[config.mk]
export PLATFORM = sky130hd
export DESIGN_NAME = nec_pulse_frame_transmitter
export DESIGN_NICKNAME = d
export VERILOG_FILES = /design/src/rtl/npft_pkg.sv /design/src/rtl/npft_cfg.sv /design/src/rtl/npft_front.sv /design/src/rtl/npft_engine.sv /design/src/rtl/nec_pulse_frame_transmitter.sv
export VERILOG_INCLUDE_DIRS = /design/src /design/src/rtl
export SDC_FILE = /design/constraint.sdc
export NUM_CORES = 1
export LEC_CHECK = 0
export BUFFER_PORTS_ARGS = -buffer_cell sky130_fd_sc_hd__buf_2
export CORE_AREA = 2 2 135 189
export DETAILED_ROUTE_END_ITERATION = 12
export DIE_AREA = 0 0 137 191
export GPL_TIMING_DRIVEN = 0
export PLACE_DENSITY = 0.7
export SYNTH_ARGS = -nofsm -noshare
export SYNTH_HDL_FRONTEND = slang
export SYNTH_SLANG_ARGS = --single-unit
[constraint.sdc]
create_clock -name clk -period 9.45 [get_ports clk]
set_clock_uncertainty 0.2 [all_clocks]
set_input_delay 0.945 -clock clk [delete_from_list [all_inputs] [get_ports clk]]
set_output_delay 0.945 -clock clk [all_outputs]
set_load 0.05 [all_outputs]
[src/rtl/nec_pulse_frame_transmitter_assert.svh]
// Assertion helpers shared by the transmitter modules.
`ifndef NEC_PULSE_FRAME_TRANSMITTER_ASSERT_SVH
`define NEC_PULSE_FRAME_TRANSMITTER_ASSERT_SVH

`ifndef SYNTH
`define NPFT_ASSERT_IMP(name, clk, rst_n, ante, cons) \
  name: assert property (@(posedge clk) disable iff (!rst_n) (ante) |-> (cons)) \
    else $error("assertion failed");
`define NPFT_ASSERT_NXT(name, clk, rst_n, ante, cons) \
  name: assert property (@(posedge clk) disable iff (!rst_n) (ante) |=> (cons)) \
    else $error("assertion failed");
`else
`define NPFT_ASSERT_IMP(name, clk, rst_n, ante, cons)
`define NPFT_ASSERT_NXT(name, clk, rst_n, ante, cons)
`endif

`endif

[src/rtl/npft_pkg.sv]
`timescale 1ns / 1ps

package npft_pkg;

  localparam int QDepth   = 2;
  localparam int PtrW     = 1;
  localparam int CntW     = 2;
  localparam int AddrW    = 5;
  localparam int DataW    = 32;
  localparam int TickW    = 16;
  localparam int CodeW    = 16;
  localparam int CmdW     = 8;
  localparam int FrameW   = 32;
  localparam int BitsW    = 6;
  localparam logic [BitsW-1:0] FrameBitCount = 6'd33;

  typedef enum logic [0:0] {
    OP_TICK = 1'b0,
    OP_SEND = 1'b1
  } op_kind_t;

  typedef enum logic [2:0] {
    PH_IDLE        = 3'd0,
    PH_START_MARK  = 3'd1,
    PH_START_SPACE = 3'd2,
    PH_BIT_MARK    = 3'd3,
    PH_BIT_SPACE   = 3'd4
  } phase_t;

  typedef enum logic [2:0] {
    REG_CUSTOM_CODE_A     = 3'd0,
    REG_CUSTOM_CODE_B     = 3'd1,
    REG_START_MARK_TICKS  = 3'd2,
    REG_START_SPACE_TICKS = 3'd3,
    REG_BIT_MARK_TICKS    = 3'd4,
    REG_ZERO_SPACE_TICKS  = 3'd5,
    REG_ONE_SPACE_TICKS   = 3'd6
  } reg_idx_t;

  typedef struct packed {
    op_kind_t        kind;
    logic [CmdW-1:0] command;
    logic            use_second_code;
  } op_t;

  typedef struct packed {
    logic [CodeW-1:0] custom_code_a;
    logic [CodeW-1:0] custom_code_b;
    logic [TickW-1:0] start_mark_ticks;
    logic [TickW-1:0] start_space_ticks;
    logic [TickW-1:0] bit_mark_ticks;
    logic [TickW-1:0] zero_space_ticks;
    logic [TickW-1:0] one_space_ticks;
  } cfg_t;

  typedef struct packed {
    logic line_level;
    logic busy_res;
    logic accepted;
  } res_t;

endpackage

[src/rtl/npft_cfg.sv]
`timescale 1ns / 1ps

module npft_cfg (
  input  logic                       clk,
  input  logic                       rst_n,
  input  logic                       psel,
  input  logic                       penable,
  input  logic                       pwrite,
  input  logic [npft_pkg::AddrW-1:0] paddr,
  input  logic [npft_pkg::DataW-1:0] pwdata,
  output logic [npft_pkg::DataW-1:0] prdata,
  output logic                       pready,
  output npft_pkg::cfg_t             cfg
);

  npft_pkg::cfg_t cfg_r;
  npft_pkg::cfg_t cfg_nxt;
  logic           wr_en;
  logic [15:0]    wdata;

  assign pready = 1'b1;
  assign wr_en  = psel & penable & pwrite;
  assign wdata  = pwdata[15:0];
  assign cfg    = cfg_r;

  always_comb begin
    cfg_nxt = cfg_r;
    if (wr_en) begin
      unique case (paddr[4:2])
        npft_pkg::REG_CUSTOM_CODE_A:     cfg_nxt.custom_code_a     = wdata;
        npft_pkg::REG_CUSTOM_CODE_B:     cfg_nxt.custom_code_b     = wdata;
        npft_pkg::REG_START_MARK_TICKS:  cfg_nxt.start_mark_ticks  = wdata;
        npft_pkg::REG_START_SPACE_TICKS: cfg_nxt.start_space_ticks = wdata;
        npft_pkg::REG_BIT_MARK_TICKS:    cfg_nxt.bit_mark_ticks    = wdata;
        npft_pkg::REG_ZERO_SPACE_TICKS:  cfg_nxt.zero_space_ticks  = wdata;
        npft_pkg::REG_ONE_SPACE_TICKS:   cfg_nxt.one_space_ticks   = wdata;
        default: ;
      endcase
    end
  end

  always_comb begin
    unique case (paddr[4:2])
      npft_pkg::REG_CUSTOM_CODE_A:     prdata = {16'd0, cfg_r.custom_code_a};
      npft_pkg::REG_CUSTOM_CODE_B:     prdata = {16'd0, cfg_r.custom_code_b};
      npft_pkg::REG_START_MARK_TICKS:  prdata = {16'd0, cfg_r.start_mark_ticks};
      npft_pkg::REG_START_SPACE_TICKS: prdata = {16'd0, cfg_r.start_space_ticks};
      npft_pkg::REG_BIT_MARK_TICKS:    prdata = {16'd0, cfg_r.bit_mark_ticks};
      npft_pkg::REG_ZERO_SPACE_TICKS:  prdata = {16'd0, cfg_r.zero_space_ticks};
      npft_pkg::REG_ONE_SPACE_TICKS:   prdata = {16'd0, cfg_r.one_space_ticks};
      default:                         prdata = '0;
    endcase
  end

  always_ff @(posedge clk) begin
    if (!rst_n) begin
      cfg_r.custom_code_a     <= 16'd0;
      cfg_r.custom_code_b     <= 16'd0;
      cfg_r.start_mark_ticks  <= 16'd900;
      cfg_r.start_space_ticks <= 16'd450;
      cfg_r.bit_mark_ticks    <= 16'd56;
      cfg_r.zero_space_ticks  <= 16'd56;
      cfg_r.one_space_ticks   <= 16'd169;
    end else begin
      cfg_r <= cfg_nxt;
    end
  end

endmodule

[src/rtl/npft_front.sv]
`timescale 1ns / 1ps
`include "nec_pulse_frame_transmitter_assert.svh"

module npft_front (
  input  logic                      clk,
  input  logic                      rst_n,
  input  logic                      push,
  output logic                      full,
  input  logic                      in_kind,
  input  logic [npft_pkg::CmdW-1:0] in_command,
  input  logic                      in_use_second_code,
  output logic                      op_valid,
  output npft_pkg::op_t             op,
  input  logic                      op_deq
);

  npft_pkg::op_t              q_r [npft_pkg::QDepth];
  logic [npft_pkg::PtrW-1:0]  wr_ptr_r;
  logic [npft_pkg::PtrW-1:0]  rd_ptr_r;
  logic [npft_pkg::CntW-1:0]  cnt_r;
  logic [npft_pkg::CntW-1:0]  cnt_nxt;
  logic                       enq;
  npft_pkg::op_t              op_in;

  assign full     = (cnt_r == npft_pkg::CntW'(npft_pkg::QDepth));
  assign enq      = push & ~full;
  assign op_valid = (cnt_r != '0);
  assign op       = q_r[rd_ptr_r];

  // classify the incoming item
  always_comb begin
    op_in.kind            = npft_pkg::op_kind_t'(in_kind);
    op_in.command         = in_command;
    op_in.use_second_code = in_use_second_code;
  end

  always_comb begin
    cnt_nxt = cnt_r;
    if (enq && !op_deq) begin
      cnt_nxt = cnt_r + 2'd1;
    end else if (!enq && op_deq) begin
      cnt_nxt = cnt_r - 2'd1;
    end
  end

  always_ff @(posedge clk) begin
    if (!rst_n) begin
      wr_ptr_r <= '0;
      rd_ptr_r <= '0;
      cnt_r    <= '0;
    end else begin
      cnt_r <= cnt_nxt;
      if (enq) begin
        wr_ptr_r <= wr_ptr_r + 1'b1;
      end
      if (op_deq) begin
        rd_ptr_r <= rd_ptr_r + 1'b1;
      end
    end
  end

  always_ff @(posedge clk) begin
    if (enq) begin
      q_r[wr_ptr_r] <= op_in;
    end
  end

  `NPFT_ASSERT_IMP(a_front_cnt_bound, clk, rst_n, 1'b1, cnt_r <= 2'd2)
  `NPFT_ASSERT_IMP(a_front_no_underflow, clk, rst_n, op_deq, cnt_r != 2'd0)
  `NPFT_ASSERT_NXT(a_front_enq_visible, clk, rst_n, enq, op_valid)

endmodule

[src/rtl/npft_engine.sv]
`timescale 1ns / 1ps
`include "nec_pulse_frame_transmitter_assert.svh"

module npft_engine (
  input  logic           clk,
  input  logic           rst_n,
  input  npft_pkg::cfg_t cfg,
  input  logic           op_valid,
  input  npft_pkg::op_t  op,
  output logic           op_deq,
  output logic           empty,
  input  logic           pop,
  output logic           out_line_level,
  output logic           out_busy_res,
  output logic           out_accepted
);

  npft_pkg::phase_t              phase_r, phase_nxt;
  logic [npft_pkg::FrameW-1:0]   frame_r, frame_nxt;
  logic [npft_pkg::BitsW-1:0]    bits_left_r, bits_left_nxt;
  logic [npft_pkg::TickW-1:0]    ticks_r, ticks_nxt;
  logic                          cur_bit_r, cur_bit_nxt;
  logic                          load_bit;
  logic [npft_pkg::CodeW-1:0]    code;
  npft_pkg::res_t                res;

  npft_pkg::res_t                oq_r [npft_pkg::QDepth];
  logic [npft_pkg::PtrW-1:0]     owr_ptr_r;
  logic [npft_pkg::PtrW-1:0]     ord_ptr_r;
  logic [npft_pkg::CntW-1:0]     ocnt_r;
  logic [npft_pkg::CntW-1:0]     ocnt_nxt;
  logic                          fire;
  logic                          deq_out;

  assign fire    = op_valid & (ocnt_r != npft_pkg::CntW'(npft_pkg::QDepth));
  assign op_deq  = fire;
  assign empty   = (ocnt_r == '0);
  assign deq_out = pop & ~empty;
  assign code    = op.use_second_code ? cfg.custom_code_b : cfg.custom_code_a;

  assign out_line_level = oq_r[ord_ptr_r].line_level;
  assign out_busy_res   = oq_r[ord_ptr_r].busy_res;
  assign out_accepted   = oq_r[ord_ptr_r].accepted;

  always_comb begin
    phase_nxt     = phase_r;
    frame_nxt     = frame_r;
    bits_left_nxt = bits_left_r;
    ticks_nxt     = ticks_r;
    cur_bit_nxt   = cur_bit_r;
    load_bit      = 1'b0;
    res.accepted  = 1'b0;

    if (op.kind == npft_pkg::OP_SEND) begin
      // drop a send that arrives mid-frame
      if (phase_r == npft_pkg::PH_IDLE) begin
        frame_nxt     = {~op.command, op.command, code[7:0], code[15:8]};
        bits_left_nxt = npft_pkg::FrameBitCount;
        cur_bit_nxt   = 1'b0;
        phase_nxt     = npft_pkg::PH_START_MARK;
        ticks_nxt     = cfg.start_mark_ticks;
        res.accepted  = 1'b1;
      end
    end else if (phase_r != npft_pkg::PH_IDLE) begin
      if (ticks_r > 16'd1) begin
        ticks_nxt = ticks_r - 16'd1;
      end else begin
        unique case (phase_r)
          npft_pkg::PH_START_MARK: begin
            phase_nxt = npft_pkg::PH_START_SPACE;
            ticks_nxt = cfg.start_space_ticks;
          end
          npft_pkg::PH_START_SPACE: load_bit = 1'b1;
          npft_pkg::PH_BIT_MARK: begin
            phase_nxt = npft_pkg::PH_BIT_SPACE;
            ticks_nxt = cur_bit_r ? cfg.one_space_ticks : cfg.zero_space_ticks;
          end
          npft_pkg::PH_BIT_SPACE: begin
            if (bits_left_r == '0) begin
              phase_nxt   = npft_pkg::PH_IDLE;
              ticks_nxt   = '0;
              cur_bit_nxt = 1'b0;
            end else begin
              load_bit = 1'b1;
            end
          end
          default: ;
        endcase
      end
    end

    if (load_bit) begin
      // the trailing bit is always a one
      if (bits_left_r > 6'd1) begin
        cur_bit_nxt = frame_r[0];
        frame_nxt   = {1'b0, frame_r[npft_pkg::FrameW-1:1]};
      end else begin
        cur_bit_nxt = 1'b1;
      end
      bits_left_nxt = bits_left_r - 6'd1;
      phase_nxt     = npft_pkg::PH_BIT_MARK;
      ticks_nxt     = cfg.bit_mark_ticks;
    end

    res.line_level = ~((phase_nxt == npft_pkg::PH_START_MARK) ||
                       (phase_nxt == npft_pkg::PH_BIT_MARK));
    res.busy_res   = (phase_nxt != npft_pkg::PH_IDLE);
  end

  always_ff @(posedge clk) begin
    if (!rst_n) begin
      phase_r     <= npft_pkg::PH_IDLE;
      frame_r     <= '0;
      bits_left_r <= '0;
      ticks_r     <= '0;
      cur_bit_r   <= 1'b0;
    end else if (fire) begin
      phase_r     <= phase_nxt;
      frame_r     <= frame_nxt;
      bits_left_r <= bits_left_nxt;
      ticks_r     <= ticks_nxt;
      cur_bit_r   <= cur_bit_nxt;
    end
  end

  always_comb begin
    ocnt_nxt = ocnt_r;
    if (fire && !deq_out) begin
      ocnt_nxt = ocnt_r + 2'd1;
    end else if (!fire && deq_out) begin
      ocnt_nxt = ocnt_r - 2'd1;
    end
  end

  always_ff @(posedge clk) begin
    if (!rst_n) begin
      owr_ptr_r <= '0;
      ord_ptr_r <= '0;
      ocnt_r    <= '0;
    end else begin
      ocnt_r <= ocnt_nxt;
      if (fire) begin
        owr_ptr_r <= owr_ptr_r + 1'b1;
      end
      if (deq_out) begin
        ord_ptr_r <= ord_ptr_r + 1'b1;
      end
    end
  end

  always_ff @(posedge clk) begin
    if (fire) begin
      oq_r[owr_ptr_r] <= res;
    end
  end

  `NPFT_ASSERT_IMP(a_eng_ocnt_bound, clk, rst_n, 1'b1, ocnt_r <= 2'd2)
  `NPFT_ASSERT_IMP(a_eng_bits_bound, clk, rst_n, 1'b1, bits_left_r <= 6'd33)
  `NPFT_ASSERT_IMP(a_eng_idle_clean, clk, rst_n, phase_r == npft_pkg::PH_IDLE,
    (ticks_r == 16'd0) && (bits_left_r == 6'd0))
  `NPFT_ASSERT_IMP(a_eng_accept_busy, clk, rst_n, fire && res.accepted,
    res.busy_res && !res.line_level)

endmodule

[src/rtl/nec_pulse_frame_transmitter.sv]
`timescale 1ns / 1ps
// Pulse-distance infrared frame transmitter on one active-low line.
// Input channel (push/full): each item is a tick (kind 0) or a send request
// (kind 1, with command and custom code select). Result channel (empty/pop):
// exactly one result per item, in order: line level after that item, busy,
// and whether a send request started a frame. Send requests during a frame
// are dropped and report accepted = 0.
// Configuration goes over the APB-style port: seven 16-bit registers at byte
// addresses 0x00..0x18 (custom codes and mark/space lengths in ticks).
// Throughput: one item per clock cycle while the result queue is not full;
// the frame engine updates its phase and tick countdown once per item.
// An accepted item is registered in the input queue; when the result queue
// has room, the engine takes it and its result is registered in the result
// queue, from where it can be popped.
// A 2-entry queue on each side decouples the sides: when the receiver
// stalls, results collect, then the input queue fills and full rises.
// Reset: both queues empty, line idle high, timing registers at defaults.
module nec_pulse_frame_transmitter (
  input  logic                       clk,
  input  logic                       rst_n,
  input  logic                       push,
  output logic                       full,
  input  logic                       in_kind,
  input  logic [npft_pkg::CmdW-1:0]  in_command,
  input  logic                       in_use_second_code,
  output logic                       empty,
  input  logic                       pop,
  output logic                       out_line_level,
  output logic                       out_busy_res,
  output logic                       out_accepted,
  input  logic                       psel,
  input  logic                       penable,
  input  logic                       pwrite,
  input  logic [npft_pkg::AddrW-1:0] paddr,
  input  logic [npft_pkg::DataW-1:0] pwdata,
  output logic [npft_pkg::DataW-1:0] prdata,
  output logic                       pready
);

  npft_pkg::cfg_t cfg;
  npft_pkg::op_t  op;
  logic           op_valid;
  logic           op_deq;

  npft_cfg u_cfg (
    .clk     (clk),
    .rst_n   (rst_n),
    .psel    (psel),
    .penable (penable),
    .pwrite  (pwrite),
    .paddr   (paddr),
    .pwdata  (pwdata),
    .prdata  (prdata),
    .pready  (pready),
    .cfg     (cfg)
  );

  npft_front u_front (
    .clk                (clk),
    .rst_n              (rst_n),
    .push               (push),
    .full               (full),
    .in_kind            (in_kind),
    .in_command         (in_command),
    .in_use_second_code (in_use_second_code),
    .op_valid           (op_valid),
    .op                 (op),
    .op_deq             (op_deq)
  );

  npft_engine u_engine (
    .clk            (clk),
    .rst_n          (rst_n),
    .cfg            (cfg),
    .op_valid       (op_valid),
    .op             (op),
    .op_deq         (op_deq),
    .empty          (empty),
    .pop            (pop),
    .out_line_level (out_line_level),
    .out_busy_res   (out_busy_res),
    .out_accepted   (out_accepted)
  );

endmodule
=== Word-level counts from Yosys, hierarchy flattened ===
Memory sizes are Yosys's and may differ from the RTL's. A register that Yosys moved wholly into a read port is not among the register bits.
Cells that the tools add are included.

* Flip-flop bits (word level): 178
* Bits in latches: 0
* RAM bits: 26
* Memory bits (read-only): 0
* Input bits: 54
* Output and inout port bits: 38
* Word-level logic and storage cells: 142
* Memories: 2

* $add $sub $neg: 10
* Multipliers: 0
* Div/mod/pow operators: 0
* Magnitude comparators: 2
* Equality and inequality tests: 17
* Shift operators: 0
* Multiplexer cells: 51
* Bitwise operators: 9
* Reductions and logical operators: 33

{| class="wikitable"
|+ Memories
! memory !! depth !! bits a word !! rd ports !! clocked after memory_dff !! wr ports !! RTL line !! text
|-
| u_front.q_r || 2 || 10 || 1 || 1 || 1 || npft_front.sv:17 || <nowiki>npft_pkg::op_t q_r [npft_pkg::QDepth];</nowiki>
|-
| u_engine.oq_r || 2 || 3 || 1 || 1 || 1 || npft_engine.sv:27 || <nowiki>npft_pkg::res_t oq_r [npft_pkg::QDepth];</nowiki>
|}

{| class="wikitable"
|+ Operator list
! cell !! number
|-
| $mux 16 || 8
|-
| $mux 32 || 4
|-
| $pmux 16 s7 || 1
|-
| $pmux 16 s3 || 1
|-
| $mux 1 || 22
|-
| $mux 3 || 6
|-
| $mux 6 || 3
|-
| $gt 16x1->1 const B || 1
|-
| $sub 16x1->16 const B || 1
|-
| $eq 3x2->1 const B || 5
|-
| $reduce_bool 3->1 || 5
|-
| $reduce_and 2->1 || 7
|-
| $eq 3x3->1 const B || 4
|-
| $reduce_bool 2->1 || 5
|-
| $eq 3x1->1 const B || 3
|-
| $pmux 3 s3 || 1
|-
| $mux 2 || 4
|-
| $not 8->8 || 1
|-
| $gt 6x1->1 const B || 1
|-
| $logic_not 3->1 || 2
|-
| $logic_not 6->1 || 1
|-
| $reduce_and 6->1 || 1
|-
| $reduce_bool 6->1 || 1
|-
| $sub 6x1->6 const B || 1
|-
| other kinds (17) || 33
|}

=== Longest topological paths before layout ===
* Depth after elaboration: 10
* Depth in mapped cells: 12
* Depth with buffers taken out: 8

=== Cells and area by module ===
A second synthesis with hierarchy kept.

* Cell total of the unflattened synthesis: 1,211
* Area, all modules: 11,038.1 um2

{| class="wikitable"
|+ Modules (own cells, without submodules)
! module !! instances !! cells an instance !! area each (um2) !! seq. area each (um2)
|-
| npft_cfg || 1 || 535 || 5,232.5 || 2,242.2
|-
| npft_engine || 1 || 620 || 4,849.7 || 1,441.4
|-
| npft_front || 1 || 56 || 955.9 || 700.7
|}

=== Worst setup path before layout ===
Ideal clock, no wire load.

* Kind: input to output
* Start point: in paddr[2] in the netlist's numbering
* End point: out prdata[8] in the netlist's numbering
* Arrival time: 3,166 ps
* Data required time: 8,305 ps
* Slack: 5,139 ps
* Stages: 7
* Buffers on the path: 3
* Path through: buf_1 -> buf_2 -> buf_2 -> mux2i_1 -> nor2_1 -> a21oi_1 -> o21ai_0

* Cells in the longest elaborated chain, start to end: 2
* Elaborated cells between the ends (all ways): 8
* Those cells by class: 6 x eq/ne; 1 x mux; 1 x reduce/logical

{| class="wikitable"
|+ Ends and longest elaborated chain
! item !! RTL line !! text
|-
| start, declared || nec_pulse_frame_transmitter.sv:34 || <nowiki>input logic [npft_pkg::AddrW-1:0] paddr,</nowiki>
|-
| $eq 3x3->1 (tied with other cells) || npft_cfg.sv:43 || <nowiki>unique case (paddr[4:2])</nowiki>
|-
| $pmux 16 s7 * || npft_cfg.sv:43 ||
|-
| end, declared || nec_pulse_frame_transmitter.sv:36 || <nowiki>output logic [npft_pkg::DataW-1:0] prdata,</nowiki>
|}

Every way passes the cells marked *; elsewhere a longest branch is shown, timed or not.

=== Worst setup path in the final report ===
* Start point: in paddr[2] in the netlist's numbering
* End point: out prdata[9] in the netlist's numbering

Same word-level chain as after synthesis.

==> flow_summary.yaml <==
outcome:
  status: "completed"
logic_synthesis:
  yosysSeqAreaShare_pct: 40.3
  synth-edff-count: 26
  syn-instance-count: 1297
  async_flop_share_pct: 0
  synth.distinct_cells: 67
  ys_ff_latch: 206
  synth_area_leaders: "dfxtp_1 33%, nand2_1 9.9%, edfxtp_1 7.2%"
  synth_area_leader_cell: "dfxtp_1"
  synth-warning-count: 0
  synth_top_area_share_pct: 33.2
  ys.flop_type: "dfxtp_1"
  avgSynthCellArea_um2: 8.38
  synthesis.area_um2: 10900
layout:
  drive_above_1_share_pct: 11.3
  fin_area_um2: 12400
  nets: 1451
  diodes: 0
  area_growth_pct: 13.9
  stdcell_count: 1721
routing:
  wl_per_cell_um: 21.3
  ant_nets: 0
  num_vias: 10100
  vias_per_cell: 5.86
  first_pass_iters: 5
  drc: 0
  drt-initial-drc-count: 987
  routed_wl_um: 36700
pwr:
  ir_drop_v: 0.000176
  powerDensity_nw_per_um2: 273
  p_total_uw: 3380
  p_leak_uw: 0.00448
worst_setup_path:
  crit_top_cell: "buf_2"
  crit_type: "in2out"
  critical_path_arrival_ns: 3.25
  cp-start-kind: "input pin"
  critPathBufInv: 5
  cp_max_fo: 10
  crit_required_ns: 8.31
  max_stage_delay_ns: 0.55
  path_cells: "buf_2 > buf_1 > buf_2 > buf_2 > mux2i_1 > nor2_1 > a21oi_1 > o21ai_0 > buf_2"
  worstSetupEndpointType: "output pin"
  crit_slowest_cell: "buf_1"
  path_delay_family: "buffers and inverters"
placed_design:
  place_area_um2: 11600
  port_buffers: 54
  place.gp.congestion: 0.996
  dp_hpwl_um: 27900
  placed_cells: 1681
global_route:
  grt_usage_pct: 28.0
  first_global_vias: 9550
  antenna_found_initial: 0
  grt_max_degree: 15
  grt_pass1_wl_um: 55800
  grt_overflow: 0
clock_network:
  numClockSinks: 206
  cts_buffer_depth: 3
  cts_hold_buf: 0
  cts_setup_buffers: 0
  post_cts_resized: 0
  cts_htree_levels: 1
  clk_pin_slew_ns: 0.06
  cts-root-buf: "clkbuf_16"
  clk-insertion-delay-late_ns: 0.52
  cts_tree: "yes"
  cts_inserted_buffers: 22
flow_run:
  drv_cap: 0
die:
  fp-row-count: 68
  pin_count: 92
  die-area_um2: 26200
  die_y_um: 191
  start_util_pct: 44.4
  die_w_um: 137
  core-area_um2: 24500
timing:
  setup_tns_ns: 0
  hold_viol: 0
  slew_viol_final: 0
  slew_headroom_pct: 10.3
  rsz0062_at_grt: "no"
  fin_crit_sh_pct: 46.5
  setup_viol: 0
  worstMarginPinSlew_ns: 1.33
  period_needed_ns: 4.40
  fmax_mhz: 228
worst_hold_path:
  hp-class: "reg2reg"
[worst paths after layout]
path | from | endpoint | cells past startpoint | slack [ns]
worst max-delay path | paddr[2] | prdata[9] | 9 | 5.05
worst min register to register | u_engine.frame_r[31] | u_engine.frame_r[31] | 2 | 0.29
worst max register to register | register | u_engine.ticks_r[12] | 12 | 5.15
worst min-delay path | u_engine.frame_r[31] | u_engine.frame_r[31] | 2 | 0.29
[sequential cells by signal, summed over array words and instances (netlist names), named ones only]
| register | flops |
|---|---|
| u_front.rd_ptr_r | 1 |
| u_engine.ord_ptr_r | 1 |
| u_engine.cur_bit_r | 1 |
| u_front.q_r | 20 |
| u_cfg.cfg | 112 |
| u_engine.frame_r | 32 |
| u_front.cnt_r | 2 |
| u_engine.owr_ptr_r | 1 |
| u_front.wr_ptr_r | 1 |
| u_engine.bits_left_r | 6 |
| u_engine.ocnt_r | 2 |
| u_engine.oq_r | 6 |
| u_engine.phase_r | 3 |
| u_engine.ticks_r | 16 |
[per-stage QoR]
stage          setup WS (ns)  utilization, %  hold WS, ns
6_report                5.05            50.5        0.287
5_1_grt                 4.86            50.5        0.311
4_1_cts                 5.11            50.5        0.286
3_5_place_dp            5.09            47.3        0.279
3_3_place_gp            5.09            47.3        0.265
2_1_floorplan           5.14               -        0.252
[worst register-to-register path: stages (launching register included)]
cell and delay (ns):
dfxtp_1 0.30, buf_4 0.19, mux2i_4 0.25, inv_1 0.23, clkbuf_1 0.43, clkbuf_1 0.48
ha_1 0.36, nand2b_1 0.15, clkbuf_1 0.22, nor2_1 0.57, clkbuf_1 0.52, o21ai_0 0.15
a31oi_1 0.18
[synthesized netlist by cell type, types with 8 or more instances]
library cell	instances
mux4_2	11
o22ai_1	15
o21ai_0	74
o221ai_1	11
edfxtp_1	26
and2_1	15
buf_4	22
a21boi_0	102
inv_1	26
nor3_1	15
xnor2_1	10
mux2_2	8
or3_1	9
dfxtp_1	180
a21oi_1	49
a211o_1	18
mux2i_1	58
a221oi_1	10
nor2_1	79
nand3_1	30
a22oi_1	11
nor2b_1	15
nand2_1	286
clkbuf_1	70
buf_2	10
o211ai_1	12
a31oi_1	27
a211oi_1	8
[kinds of logic after synthesis]
family          synth area share, %
flops                          40.3
other cells                  0.0691
compound gates                 23.1
fa+ha+maj                     0.806
buf+inv                        5.61
xor+xnor                       1.44
simple gates                   19.9
mux                            8.78
[routing by layer]
| layer | vias up | GRT usage (%) | wire length (um) |
|---|---|---|---|
| li1 | 4753 | - | - |
| met1 | 4694 | 33.7 | 14100 |
| met2 | 501 | 46.0 | 17000 |
| met3 | 134 | 4.24 | 2710 |
| met4 | 0 | 18.4 | 2910 |
| met5 | - | 0 | 0 |
[layout make-up]
| cell class | count | area [um2] |
|---|---|---|
| buffer | 109 | 512 |
| clock buffer | 24 | 579 |
| clock inverter | 16 | 210 |
| fill | 2389 | 12100 |
| inverter | 26 | 97.6 |
| multi-input combinational | 971 | 5930 |
| sequential | 206 | 4380 |
| tap | 315 | 394 |
| timing repair buffer | 54 | 270 |
[cells in the final DEF, fill, tap and decap left out, types with 5 or more instances in the layout]
master / netlist / routed
a22oi_1: 11 / 11
nand2_1: 286 / 286
xor2_1: 6 / 6
o21a_1: 6 / 6
mux4_2: 11 / 11
nor2b_1: 15 / 15
and2_1: 15 / 15
a21oi_1: 49 / 49
inv_1: 26 / 26
conb_1: 2 / 17
a221oi_1: 10 / 10
buf_1: 6 / 6
bufinv_16: 0 / 5
a21boi_0: 102 / 102
dfxtp_1: 180 / 180
a211oi_1: 8 / 8
nor2_1: 79 / 79
edfxtp_1: 26 / 26
clkbuf_1: 70 / 71
clkbuf_16: 0 / 23
nand3_1: 30 / 30
nor3_1: 15 / 15
o211ai_1: 12 / 12
buf_4: 22 / 22
mux2_2: 8 / 8
or3_1: 9 / 9
mux2i_1: 58 / 58
xnor2_1: 10 / 10
a211o_1: 18 / 18
buf_2: 10 / 64
nand2b_1: 6 / 6
ha_1: 7 / 7
a31oi_1: 27 / 27
o211a_1: 6 / 6
o21ai_0: 74 / 74
o221ai_1: 11 / 11
o22ai_1: 15 / 15
[power breakdown]
| group | total (uW) | internal, uW | switching (uW) | leakage (uW) |
|---|---|---|---|---|
| Combinational | 1310 | 461 | 845 | 0.00238 |
| Sequential | 1120 | 1020 | 106 | 0.00171 |
| Clock | 954 | 580 | 374 | 0.000386 |
(Power assumes the default switching activity.)
